File: src/design/kbt_pkg.sv
package kbt_pkg;

	localparam int WORD_BITS = 64;
	localparam int WIDX_W    = 2;
	localparam int LEN_W     = 8;
	localparam int IDX_W     = 4;
	localparam int COUNT_W   = 5;

	typedef enum logic [1:0] {
		CMD_ADD      = 2'd0,
		CMD_REMOVE   = 2'd1,
		CMD_CONTAINS = 2'd2,
		CMD_NOP      = 2'd3
	} cmd_t;

	typedef enum logic [2:0] {
		STS_DONE      = 3'd0,
		STS_SHORT     = 3'd1,
		STS_FULL      = 3'd2,
		STS_NOT_FOUND = 3'd3,
		STS_PRESENT   = 3'd4
	} status_t;

	typedef enum logic [2:0] {
		S_IDLE,
		S_SCAN,
		S_SHIFT,
		S_ADD,
		S_RESP
	} state_t;

	typedef logic [IDX_W-1:0]   idx_t;
	typedef logic [COUNT_W-1:0] count_t;

	typedef struct packed {
		logic    ok;
		status_t status;
		idx_t    match_index;
		count_t  entry_count;
	} rsp_t;

endpackage

File: src/design/kbt_req_if.sv
interface kbt_req_if;
	logic                              valid;
	logic                              ready;
	kbt_pkg::cmd_t                     command;
	logic [kbt_pkg::WORD_BITS-1:0]     key_word;
	logic [kbt_pkg::WIDX_W-1:0]        word_index;
	logic                              last_word;
	logic [kbt_pkg::LEN_W-1:0]         match_len;

	modport source (output valid, command, key_word, word_index, last_word, match_len,
		input ready);
	modport sink (input valid, command, key_word, word_index, last_word, match_len,
		output ready);
endinterface

File: src/design/kbt_rsp_if.sv
interface kbt_rsp_if;
	logic             valid;
	logic             ready;
	logic             ok;
	kbt_pkg::status_t status;
	kbt_pkg::idx_t    match_index;
	kbt_pkg::count_t  entry_count;

	modport source (output valid, ok, status, match_index, entry_count, input ready);
	modport sink (input valid, ok, status, match_index, entry_count, output ready);
endinterface

File: src/design/kbt_store.sv
module kbt_store #(
	parameter int DEPTH = 64,
	parameter int AW    = 6
) (
	input  logic                              clk,
	input  logic                              we,
	input  logic [AW-1:0]                     waddr,
	input  logic [kbt_pkg::WORD_BITS-1:0]     wdata,
	input  logic [AW-1:0]                     raddr,
	output logic [kbt_pkg::WORD_BITS-1:0]     rdata
);

	logic [kbt_pkg::WORD_BITS-1:0] mem [DEPTH];
	logic [kbt_pkg::WORD_BITS-1:0] rdata_q;

	always_ff @(posedge clk) begin
		if (we) begin
			mem[waddr] <= wdata;
		end
		rdata_q <= mem[raddr];
	end

	assign rdata = rdata_q;

endmodule

File: src/design/kbt_word_cmp.sv
// Byte-masked compare of one key word; only bytes below len take part.
module kbt_word_cmp #(
	parameter int WW = 2,
	parameter int LW = 6
) (
	input  logic [kbt_pkg::WORD_BITS-1:0] a,
	input  logic [kbt_pkg::WORD_BITS-1:0] b,
	input  logic [WW-1:0]                 word,
	input  logic [LW-1:0]                 len,
	output logic                          eq
);

	always_comb begin
		eq = 1'b1;
		for (int i = 0; i < 8; i++) begin
			if (((int'(word) * 8 + i) < int'(len)) &&
			    (a[63 - 8 * i -: 8] != b[63 - 8 * i -: 8])) begin
				eq = 1'b0;
			end
		end
	end

endmodule

File: src/design/key_blocklist_table.sv
// channel  dir  fields                                           transfer
// req      in   command key_word word_index last_word match_len  valid & ready
// rsp      out  ok status match_index entry_count                valid & ready
//
// A non-final word (or an unused command) only latches its word. Add scans up
// to live*KW words (KW = 64-bit words per key), then writes KW if the key is new
// and the table has room; remove and contains scan to the first hit, and remove
// then copies the later entries down one word a cycle. A short add or an empty
// table search goes straight to the response.
// Reset clears count and control only. req is not ready while a command runs.
module key_blocklist_table #(
	parameter int ENTRIES   = 16,
	parameter int KEY_BYTES = 32
) (
	input  logic        clk,
	input  logic        arst_n,
	kbt_req_if.sink     req,
	kbt_rsp_if.source   rsp
);

	localparam int KW    = (KEY_BYTES + 7) / 8;
	localparam int WW    = (KW > 1) ? $clog2(KW) : 1;
	localparam int DEPTH = ENTRIES * KW;
	localparam int AW    = (DEPTH > 1) ? $clog2(DEPTH) : 1;
	localparam int EW    = $clog2(DEPTH + 1);
	localparam int EIW   = (ENTRIES > 1) ? $clog2(ENTRIES) : 1;
	localparam int CW    = $clog2(ENTRIES + 1);
	localparam int LW    = $clog2(KEY_BYTES + 1);

	kbt_pkg::state_t state_q, state_d;

	logic [kbt_pkg::WORD_BITS-1:0] asm_q [KW];
	kbt_pkg::cmd_t  cmd_q;
	logic [LW-1:0]  len_q;
	logic [CW-1:0]  live_q;
	logic [EIW-1:0] entry_q;
	logic [WW-1:0]  word_q;
	logic [EW-1:0]  addr_q;
	logic [EW-1:0]  end_q;
	logic           issue_done_q;
	logic           acc_q;

	logic           v_s1;
	logic [WW-1:0]  word_s1;
	logic [EIW-1:0] entry_s1;
	logic           lastw_s1;
	logic           lasten_s1;
	logic [EW-1:0]  addr_s1;
	logic           wv_s1;
	logic [AW-1:0]  waddr_s1;

	kbt_pkg::rsp_t  res_q;
	kbt_pkg::rsp_t  out_q;
	logic           out_valid_q;

	logic                          accept, go, issue, shift_issue, resp_fire;
	logic                          eq, m, hit_now, miss_now, short_add;
	logic [LW-1:0]                 len_c;
	logic [EW-1:0]                 base;
	logic                          mem_we;
	logic [AW-1:0]                 mem_waddr;
	logic [kbt_pkg::WORD_BITS-1:0] mem_wdata, mem_rdata;

	kbt_store #(.DEPTH(DEPTH), .AW(AW)) u_store (
		.clk   (clk),
		.we    (mem_we),
		.waddr (mem_waddr),
		.wdata (mem_wdata),
		.raddr (AW'(addr_q)),
		.rdata (mem_rdata)
	);

	kbt_word_cmp #(.WW(WW), .LW(LW)) u_cmp (
		.a    (mem_rdata),
		.b    (asm_q[word_s1]),
		.word (word_s1),
		.len  (len_q),
		.eq   (eq)
	);

	assign accept    = req.valid && req.ready;
	assign go        = accept && req.last_word && (req.command != kbt_pkg::CMD_NOP);
	assign len_c     = (int'(req.match_len) > KEY_BYTES) ? LW'(KEY_BYTES) : LW'(req.match_len);
	assign short_add = (req.command == kbt_pkg::CMD_ADD) && (int'(len_c) < KEY_BYTES);
	assign base      = EW'(live_q * KW);

	// Running AND over the words of one entry
	assign m        = eq && ((word_s1 == WW'(0)) || acc_q);
	assign hit_now  = v_s1 && lastw_s1 && m;
	assign miss_now = v_s1 && lastw_s1 && lasten_s1 && !m;

	assign issue       = (state_q == kbt_pkg::S_SCAN) && !issue_done_q && !hit_now && !miss_now;
	assign shift_issue = (state_q == kbt_pkg::S_SHIFT) && (addr_q != end_q);
	assign resp_fire   = (state_q == kbt_pkg::S_RESP) && (!out_valid_q || rsp.ready);

	always_comb begin
		state_d = state_q;
		case (state_q)
			kbt_pkg::S_IDLE: begin
				if (go) begin
					if (short_add) begin
						state_d = kbt_pkg::S_RESP;
					end else if (live_q == CW'(0)) begin
						state_d = (req.command == kbt_pkg::CMD_ADD) ? kbt_pkg::S_ADD
							: kbt_pkg::S_RESP;
					end else begin
						state_d = kbt_pkg::S_SCAN;
					end
				end
			end
			kbt_pkg::S_SCAN: begin
				if (hit_now) begin
					state_d = (cmd_q == kbt_pkg::CMD_REMOVE) ? kbt_pkg::S_SHIFT
						: kbt_pkg::S_RESP;
				end else if (miss_now) begin
					state_d = ((cmd_q == kbt_pkg::CMD_ADD) && (int'(live_q) < ENTRIES))
						? kbt_pkg::S_ADD : kbt_pkg::S_RESP;
				end
			end
			kbt_pkg::S_SHIFT: begin
				if ((addr_q == end_q) && !wv_s1) begin
					state_d = kbt_pkg::S_RESP;
				end
			end
			kbt_pkg::S_ADD: begin
				if (word_q == WW'(KW - 1)) begin
					state_d = kbt_pkg::S_RESP;
				end
			end
			kbt_pkg::S_RESP: begin
				if (resp_fire) begin
					state_d = kbt_pkg::S_IDLE;
				end
			end
			default: state_d = kbt_pkg::S_IDLE;
		endcase
	end

	always_comb begin
		req.ready = 1'b0;
		mem_we    = 1'b0;
		mem_waddr = AW'(addr_q);
		mem_wdata = asm_q[word_q];
		case (state_q)
			kbt_pkg::S_IDLE: begin
				req.ready = 1'b1;
			end
			kbt_pkg::S_ADD: begin
				mem_we = 1'b1;
			end
			kbt_pkg::S_SHIFT: begin
				mem_we    = wv_s1;
				mem_waddr = waddr_s1;
				mem_wdata = mem_rdata;
			end
			default: begin
				req.ready = 1'b0;
			end
		endcase
	end

	always_ff @(posedge clk or negedge arst_n) begin
		if (!arst_n) begin
			state_q      <= kbt_pkg::S_IDLE;
			live_q       <= '0;
			issue_done_q <= 1'b0;
			v_s1         <= 1'b0;
			wv_s1        <= 1'b0;
			out_valid_q  <= 1'b0;
		end else begin
			state_q <= state_d;
			v_s1    <= issue;
			wv_s1   <= shift_issue;
			if (go) begin
				issue_done_q <= 1'b0;
			end else if (issue && (word_q == WW'(KW - 1)) &&
			             ((CW'(entry_q) + CW'(1)) == live_q)) begin
				issue_done_q <= 1'b1;
			end
			if ((state_q == kbt_pkg::S_ADD) && (word_q == WW'(KW - 1))) begin
				live_q <= live_q + CW'(1);
			end else if (hit_now && (cmd_q == kbt_pkg::CMD_REMOVE)) begin
				live_q <= live_q - CW'(1);
			end
			if (resp_fire) begin
				out_valid_q <= 1'b1;
			end else if (rsp.ready) begin
				out_valid_q <= 1'b0;
			end
		end
	end

	always_ff @(posedge clk) begin
		if (accept && (int'(req.word_index) < KW)) begin
			asm_q[WW'(req.word_index)] <= req.key_word;
		end

		if (go) begin
			cmd_q   <= req.command;
			len_q   <= len_c;
			entry_q <= '0;
			word_q  <= '0;
			addr_q  <= '0;
			res_q   <= '{ok: 1'b0,
				status: short_add ? kbt_pkg::STS_SHORT : kbt_pkg::STS_NOT_FOUND,
				match_index: '0, entry_count: kbt_pkg::count_t'(live_q)};
		end

		if (issue) begin
			word_s1   <= word_q;
			entry_s1  <= entry_q;
			lastw_s1  <= (word_q == WW'(KW - 1));
			lasten_s1 <= ((CW'(entry_q) + CW'(1)) == live_q);
			addr_s1   <= addr_q;
			addr_q    <= addr_q + EW'(1);
			if (word_q == WW'(KW - 1)) begin
				word_q  <= '0;
				entry_q <= entry_q + EIW'(1);
			end else begin
				word_q <= word_q + WW'(1);
			end
		end

		if (v_s1) begin
			acc_q <= m;
		end

		if (hit_now) begin
			res_q.ok          <= 1'b1;
			res_q.status      <= (cmd_q == kbt_pkg::CMD_ADD) ? kbt_pkg::STS_PRESENT
				: kbt_pkg::STS_DONE;
			res_q.match_index <= kbt_pkg::idx_t'(entry_s1);
			res_q.entry_count <= (cmd_q == kbt_pkg::CMD_REMOVE)
				? kbt_pkg::count_t'(live_q - CW'(1)) : kbt_pkg::count_t'(live_q);
			// Later entries move down from the word after the hit
			addr_q <= addr_s1 + EW'(1);
			end_q  <= base;
		end else if (miss_now) begin
			if ((cmd_q == kbt_pkg::CMD_ADD) && (int'(live_q) < ENTRIES)) begin
				addr_q <= base;
				word_q <= '0;
			end else begin
				res_q <= '{ok: 1'b0,
					status: (cmd_q == kbt_pkg::CMD_ADD) ? kbt_pkg::STS_FULL
						: kbt_pkg::STS_NOT_FOUND,
					match_index: '0, entry_count: kbt_pkg::count_t'(live_q)};
			end
		end

		if (shift_issue) begin
			waddr_s1 <= AW'(addr_q - EW'(KW));
			addr_q   <= addr_q + EW'(1);
		end

		if (state_q == kbt_pkg::S_ADD) begin
			addr_q <= addr_q + EW'(1);
			word_q <= word_q + WW'(1);
			if (word_q == WW'(KW - 1)) begin
				res_q <= '{ok: 1'b1, status: kbt_pkg::STS_DONE,
					match_index: kbt_pkg::idx_t'(live_q),
					entry_count: kbt_pkg::count_t'(live_q + CW'(1))};
			end
		end

		if (resp_fire) begin
			out_q <= res_q;
		end
	end

	assign rsp.valid       = out_valid_q;
	assign rsp.ok          = out_q.ok;
	assign rsp.status      = out_q.status;
	assign rsp.match_index = out_q.match_index;
	assign rsp.entry_count = out_q.entry_count;

endmodule

File: src/flat_wrapper.sv
// flat-port wrapper written by rule: the top's interface ports become plain ports
module key_blocklist_table_flat 
#(
	parameter int ENTRIES   = 16,
	parameter int KEY_BYTES = 32
)
  (clk, arst_n, req_valid, req_command, req_key_word, req_word_index, req_last_word, req_match_len, req_ready, rsp_valid, rsp_ok, rsp_status, rsp_match_index, rsp_entry_count, rsp_ready);
  kbt_req_if req_i ();
  kbt_rsp_if rsp_i ();
  input  logic clk;
  input  logic arst_n;
  input wire logic [$bits(req_i.valid)-1:0] req_valid;
  input wire logic [$bits(req_i.command)-1:0] req_command;
  input wire logic [$bits(req_i.key_word)-1:0] req_key_word;
  input wire logic [$bits(req_i.word_index)-1:0] req_word_index;
  input wire logic [$bits(req_i.last_word)-1:0] req_last_word;
  input wire logic [$bits(req_i.match_len)-1:0] req_match_len;
  output wire logic [$bits(req_i.ready)-1:0] req_ready;
  output wire logic [$bits(rsp_i.valid)-1:0] rsp_valid;
  output wire logic [$bits(rsp_i.ok)-1:0] rsp_ok;
  output wire logic [$bits(rsp_i.status)-1:0] rsp_status;
  output wire logic [$bits(rsp_i.match_index)-1:0] rsp_match_index;
  output wire logic [$bits(rsp_i.entry_count)-1:0] rsp_entry_count;
  input wire logic [$bits(rsp_i.ready)-1:0] rsp_ready;
  assign req_i.valid = req_valid;
  assign req_i.command = req_command;
  assign req_i.key_word = req_key_word;
  assign req_i.word_index = req_word_index;
  assign req_i.last_word = req_last_word;
  assign req_i.match_len = req_match_len;
  assign req_ready = req_i.ready;
  assign rsp_valid = rsp_i.valid;
  assign rsp_ok = rsp_i.ok;
  assign rsp_status = rsp_i.status;
  assign rsp_match_index = rsp_i.match_index;
  assign rsp_entry_count = rsp_i.entry_count;
  assign rsp_i.ready = rsp_ready;
  key_blocklist_table #(.ENTRIES(ENTRIES), .KEY_BYTES(KEY_BYTES)) u_core (.clk(clk), .arst_n(arst_n), .req(req_i), .rsp(rsp_i));
endmodule
File: config.mk
export PLATFORM = sky130hd
export DESIGN_NAME = key_blocklist_table_flat
export DESIGN_NICKNAME = d
export VERILOG_FILES = /design/src/design/kbt_pkg.sv /design/src/design/kbt_req_if.sv /design/src/design/kbt_rsp_if.sv /design/src/design/kbt_store.sv /design/src/design/kbt_word_cmp.sv /design/src/design/key_blocklist_table.sv /design/src/flat_wrapper.sv
export SDC_FILE = /design/constraint.sdc
export NUM_CORES = 2
export LEC_CHECK = 0
export BUFFER_PORTS_ARGS = -buffer_cell sky130_fd_sc_hd__buf_2
export CORE_MARGIN = 2
export CORE_UTILIZATION = 55
export DETAILED_ROUTE_END_ITERATION = 7
export PLACE_DENSITY = 0.7
export SLEW_MARGIN = 40
export SYNTH_ARGS = -nofsm -noshare
export SYNTH_HDL_FRONTEND = slang
export SYNTH_MEMORY_MAX_BITS = 65536
export SYNTH_SLANG_ARGS = --single-unit
export TNS_END_PERCENT = 10
File: constraint.sdc
create_clock -name clk -period 7 [get_ports clk]
set_input_delay 1.05 -clock clk [delete_from_list [all_inputs] [get_ports clk]]
set_output_delay 1.05 -clock clk [all_outputs]
set_load 0.05 [all_outputs]
# == Word level (Yosys, flattened, before mapping) ==
# Memories as Yosys holds them, arrays and structs flattened. A register that Yosys moved wholly into a read port is not among the register bits.
# Cells that the tools add are included.
# word_totals
wordCells,186
ff_bits,86
mem_bits_rw,4352
out_inout_bits,15
n_memories,2
# op_classes
n_addsub,15
n_lt_le_gt_ge,11
n_reduce_logical,45
mux,63
eq_ne,23
# memory_table
memory,depth,word_bits,rd,rd_ports_with_merged_regs,write_ports,line_no,text
u_core.u_store.mem,64,64,1,1,1,kbt_store.sv:13,logic [kbt_pkg::WORD_BITS-1:0] mem [DEPTH];
u_core.asm_q,4,64,2,2,1,key_blocklist_table.sv:32,logic [kbt_pkg::WORD_BITS-1:0] asm_q [KW];
# op_table
cell,count
two-way mux 13 bit,6
two-way mux 64 bit,1
!= test 8 bit,8
two-way mux 7 bit,7
< comparator 6 bit,7
two-way mux 3 bit,12
logical AND 1 bit,28
adder 5 x 3 -> 6 bit (second input constant),4
two-way mux 1 bit,18
two-way mux 2 bit,9
two-way mux 5 bit,3
case mux 3 bit (5 select lines),1
adder 7 x 1 -> 7 bit (second input constant),2
adder 5 x 2 -> 6 bit (second input constant),2
two-way mux 4 bit,3
two-way mux 6 bit,2
> comparator 8 x 6 -> 1 bit (second input constant),1
equality test 7 bit,1
!= test 7 bit,1
adder 5 x 1 -> 6 bit (second input constant),1
equality test 3 x 2 -> 1 bit (second input constant),2
logical NOT 1 bit,6
logical NOT 2 bit,3
< comparator 5 x 6 -> 1 bit,1
22 further kinds,28

# == Logic depth before layout (Yosys ltp) ==
# depth
ltp_word,21
mapped_depth,15

# == Hierarchy ==
# A second synthesis with hierarchy kept.
# hier_totals
hier_cells,7586
hier_area_um2,172899.6
# by_module_without_submodules
mod,cells_each,seq_area_each_um2,instances,area_per_inst_um2
kbt_store,6598,124279.2,1,156348.7
key_blocklist_table,879,9989.6,1,15712.6
kbt_word_cmp,109,0.0,1,838.3

# == Worst setup path after synthesis ==
# Ideal clock, no wire load.
# synth_path
path_kind,reg-to-reg
start,register u_core.state_q[0]
end,"memory u_core.asm_q[1][0] (netlist name), enable pin"
t_arrival_ns,6.768
path_buffers,0
period_less_slack_ns,7.346
path_stages_with_launch,4
setup_ns,0.578
required_ns,6.422
setup_slack_ns,-0.346
path_cell_list,dfrtp_1 nor3_1 nand2_1 nor3b_1
# synth_via
elab_chain_len,5
# synth_lines
element,line_no,text
"start, declared",key_blocklist_table.sv:30,"kbt_pkg::state_t state_q, state_d;"
"start signal, assigned",key_blocklist_table.sv:164,state_q <= kbt_pkg::S_IDLE;
"start signal, assigned",key_blocklist_table.sv:171,state_q <= state_d;
logical NOT 3 bit,key_blocklist_table.sv:144,case (state_q)
two-way mux 1 bit,key_blocklist_table.sv:144,
via req_ready,flat_wrapper.sv:18,output wire logic [$bits(req_i.ready)-1:0] req_ready;
logical AND 1 bit,key_blocklist_table.sv:81,assign accept = req.valid && req.ready;
two-way mux 1 bit,key_blocklist_table.sv:194,if (accept && (int'(req.word_index) < KW)) begin
two-way mux 1 bit (not written as such),key_blocklist_table.sv:195,asm_q[WW'(req.word_index)] <= req.key_word;
"end, declared",key_blocklist_table.sv:32,
# The timed path passes the listed nets, and every way through them passes these cells.

==> reports/summary.txt <==
FF-to-FF path depth: 12
Core area: 314000 um^2
Via density: 6.90
Failing checks: DRC
Number of global-route vias before repair: 84308
R2r setup slk: 2350 ps
Dpl cells: 11581
DRC: 1
Placed wire-length estimate: 254000 um
DIE AREA: 320000 um^2
Post-route ant nets: 0
Final core occ: 0.621
Peak VDD IR: 0.600 mV
Reg clk slew, reported paths: 70 ps
Yosys reg bits: 4504
Final setup viols: 0
Layout cells sized above 1: 0.289
Critical Path End Type: flip-flop
Hold Vio Cnt, Final: 0
CTS Hold Buffers Added: 1
Worst EP arrival: 5540 ps
Post-CTS Setup Bufs: 0
Initial antenna violation count: 29
DRT iter0 DRCs: 14276
XOR/XNOR Fraction of Synth Area: 0.00455
Hold path depth: 1
Met2 GRT Util: 0.447
Htree depth: 5
Synth-to-layout area growth: 12.7%
Synth Area in Compound Gates: 0.0186
Grt ovf: 0
Slowest-stage cell, CP: dfxtp_4
Via count: 85609
CTS sink cnt: 4504
CTS root buffer: clkbuf_16
Clock period minus worst slack: 4650 ps
Final Non-Filler Cells: 12403
Nets: 7957
CP Depth: 12
Worst flop-to-flop path endpoint: u_core.entry_q[0]$_DFF_P_
First-pass GRT wire length: 651000 um
Max_slew headroom: 0.308
IO Port Bufs: 95
Starting density of the core: 0.552
Mapped Cells: 7491
Die width: 565 um
CTS buffer count: 433
Routed length per placed instance: 37.5 um
Post-synthesis mux area share: 0.181
Syn Area/Cell: 23.1 um^2
Worst slew pin tran: 1040 ps
Lkg Pwr: 0.0616 uW
Most used routing layer: met2
# resized after CTS: 0
PwrDens: 426 nW/um^2
Largest net degree at the start of global routing: 119
Synth Area in Simple Gates: 0.00975
Ys async rst share: 0.00266
Tot Pwr: 83200 uW
Hold Crit Endpoint: u_core.asm_q[2][25]$_DFFE_PP_
Cell mode on critical path: buf_4
Met3 Track Usage GR: 0.0770
# fillers: 20445
CP max FO: 33
Status: finished with violations
RSZ-0062 raised after global routing: false
Setup Crit Path Kind: flip-flop to flip-flop
Adder-cell share of the synthesized area: 0.000939
Largest family of logic cells by synthesized area: multiplexers
Nature of the critical path startpoint: flip-flop
Setup TNS: 0 ps
Max Cap Viol: 0
Mapped cell area: 173000 um^2
M1 GR Usage: 0.419
CP Cell Sequence: buf_4 -> mux4_2 -> xnor2_1 -> nand4_1 -> o22ai_1 -> a41oi_2 -> nor3_4 -> buf_6 -> nor2_2 -> buf_4 -> nand2_1 -> mux2i_1
Largest stage delay on the critical path: 830 ps
WL final: 465000 um
Post-synth EDFFs: 4400
Longest Clk Path Bufs: 4
Worst skew pair latency: 1010 ps
Hold path start: req_key_word[25]
Worst Path Required: 7890 ps
Synth unique cells: 70
Die H: 565 um
Hold Path Class: input port to flip-flop
GRT Total Usage: 0.292
Primary FF master, synth: edfxtp_1
Seq/Total Area, Yosys: 0.775
Peak Freq: 215 MHz
CP top delay family: simple AND/OR/NAND/NOR gates
Fin crit share: 0.664
Crit path buffers/inverters: 3
TritonCTS clock tree: done
Post-synth net total: 7585
Yosys warns: 0
Rows: 206
Top Ports: 96
Detailed Routing Iterations Pass 1: 8
Pins Over Slew Limit: 0
Setup Skew: 71.1 ps
GPL Wtd Cong: 0.864
==> routing by layer <==
layer | part of all wire | vias to the layer above
li1 | - | 32887
met1 | 0.37 | 45799
met2 | 0.47 | 6048
met3 | 0.13 | 855
met4 | 0.032 | 20
met5 | 0.00030 | -
==> synthesized netlist by cell type (all sizes together) (25+ instances only) <==
library cell     n  area (um^2)
o22ai           96          601
edfxtp        4400       132000
a21oi          123          616
nand2          133          499
clkbuf         219          822
mux2i          302         3020
xor2            28          245
mux4          1226        27600
nor2           118          443
o21ai           70          350
a211oi          34          255
dfxtp           92         1840
mux2            69          777
inv             25         93.8
o221ai          77          674
xnor2           62          543
buf            185          833
nand3           26          135
==> flip-flops by register name, indices dropped and copies added (netlist names), 2 cells and up, named ones only <==
name and cells:
u_core.entry_s1 4, u_core.addr_s1 7, u_core.rsp.match_index 4, u_core.entry_q 4, u_core.state_q 3, u_core.asm_q 256, u_core.word_q 2, u_core.addr_q 7
u_core.len_q 6, u_core.end_q 5, u_core.res_q 13, u_core.waddr_s1 6, u_core.rsp.entry_count 5, u_core.cmd_q 2, u_core.rsp.status 3, u_core.word_s1 2
u_core.u_store.mem 4096, u_core.live_q 5, u_core.u_store.rdata 64
==> where the power goes <==
group / switching (uW) / leakage, uW / internal (uW) / total, uW
Sequential: 1260 / 0.0405 / 34900 / 36100
Clock: 10100 / 0.00695 / 13300 / 23400
Combinational: 14800 / 0.0141 / 8880 / 23700
Total: 26200 / 0.0616 / 57000 / 83200
==> final cells by class <==
type                            count  area (um^2)  area share
Sequential cell                  4504       134000       0.688
Multi-Input combinational cell   2557        38100       0.195
Clock buffer                      552        11500      0.0590
Tap cell                         4160         5200      0.0267
Timing Repair Buffer              341         3400      0.0174
Clock inverter                    255         2640      0.0135
Inverter                           26          109    0.000557
Antenna cell                        8         20.0    0.000103
==> worst max path at each step <==
stage                             startpoint                       endpoint  slack [ps]
2_1_floorplan  u_core.state_q[0]$_DFFE_PN0P_   u_core.asm_q[1][0]$_DFFE_PP_        -350
3_3_place_gp                       flip-flop  u_core.state_q[2]$_DFFE_PN0P_        2130
3_5_place_dp                       flip-flop  u_core.state_q[2]$_DFFE_PN0P_        2330
4_1_cts                            flip-flop  u_core.state_q[2]$_DFFE_PN0P_        2320
5_1_grt                            flip-flop  u_core.state_q[2]$_DFFE_PN0P_        2120
6_report                           flip-flop      u_core.entry_q[0]$_DFF_P_        2350
==> stage by stage <==
step                area, um^2  setup WS (ps)  hold WS [ps]
finish                  195000           2350           284
global route            195000           2120           262
CTS                     195000           2320           236
detailed placement      181000           2330           421
global placement        180000           2130           420
floorplan               173000           -346           406
==> cell usage in the layout, fill, tap and decap left out, types with 15 or more instances in the layout <==
| cell type | synthesis | layout |
|---|---|---|
| clkinv_2 | 0 | 98 |
| buf_6 | 6 | 18 |
| and2_1 | 17 | 17 |
| buf_2 | 66 | 95 |
| edfxtp_1 | 4400 | 4400 |
| a211oi_1 | 34 | 34 |
| bufinv_16 | 0 | 43 |
| xnor2_1 | 62 | 62 |
| a21oi_1 | 123 | 123 |
| clkbuf_8 | 0 | 17 |
| o21ai_0 | 68 | 66 |
| a31oi_1 | 15 | 15 |
| o22ai_1 | 96 | 96 |
| nor2_4 | 0 | 63 |
| buf_4 | 3 | 150 |
| mux2_4 | 0 | 60 |
| buf_12 | 0 | 53 |
| mux2i_1 | 302 | 302 |
| nor2_1 | 118 | 53 |
| nand3_1 | 25 | 25 |
| clkbuf_16 | 0 | 436 |
| o221ai_1 | 77 | 77 |
| nand2_1 | 133 | 129 |
| xor2_1 | 28 | 28 |
| clkbuf_1 | 219 | 99 |
| inv_1 | 24 | 22 |
| dfxtp_1 | 92 | 81 |
| mux4_2 | 1226 | 1226 |
| clkinv_1 | 1 | 75 |
==> cell families (layout without fill, tap and decap cells) <==
group,after synthesis,count (layout)
AO/OA/AOI/OAI,486,486
XOR/XNOR,90,90
adder cells (fa/ha/maj),13,13
buffers and inverters,430,1174
flip-flops,4504,4504
multiplexers,1597,1597
other,0,8
AND/OR/NAND/NOR,371,371
(Power assumes the default switching activity.)
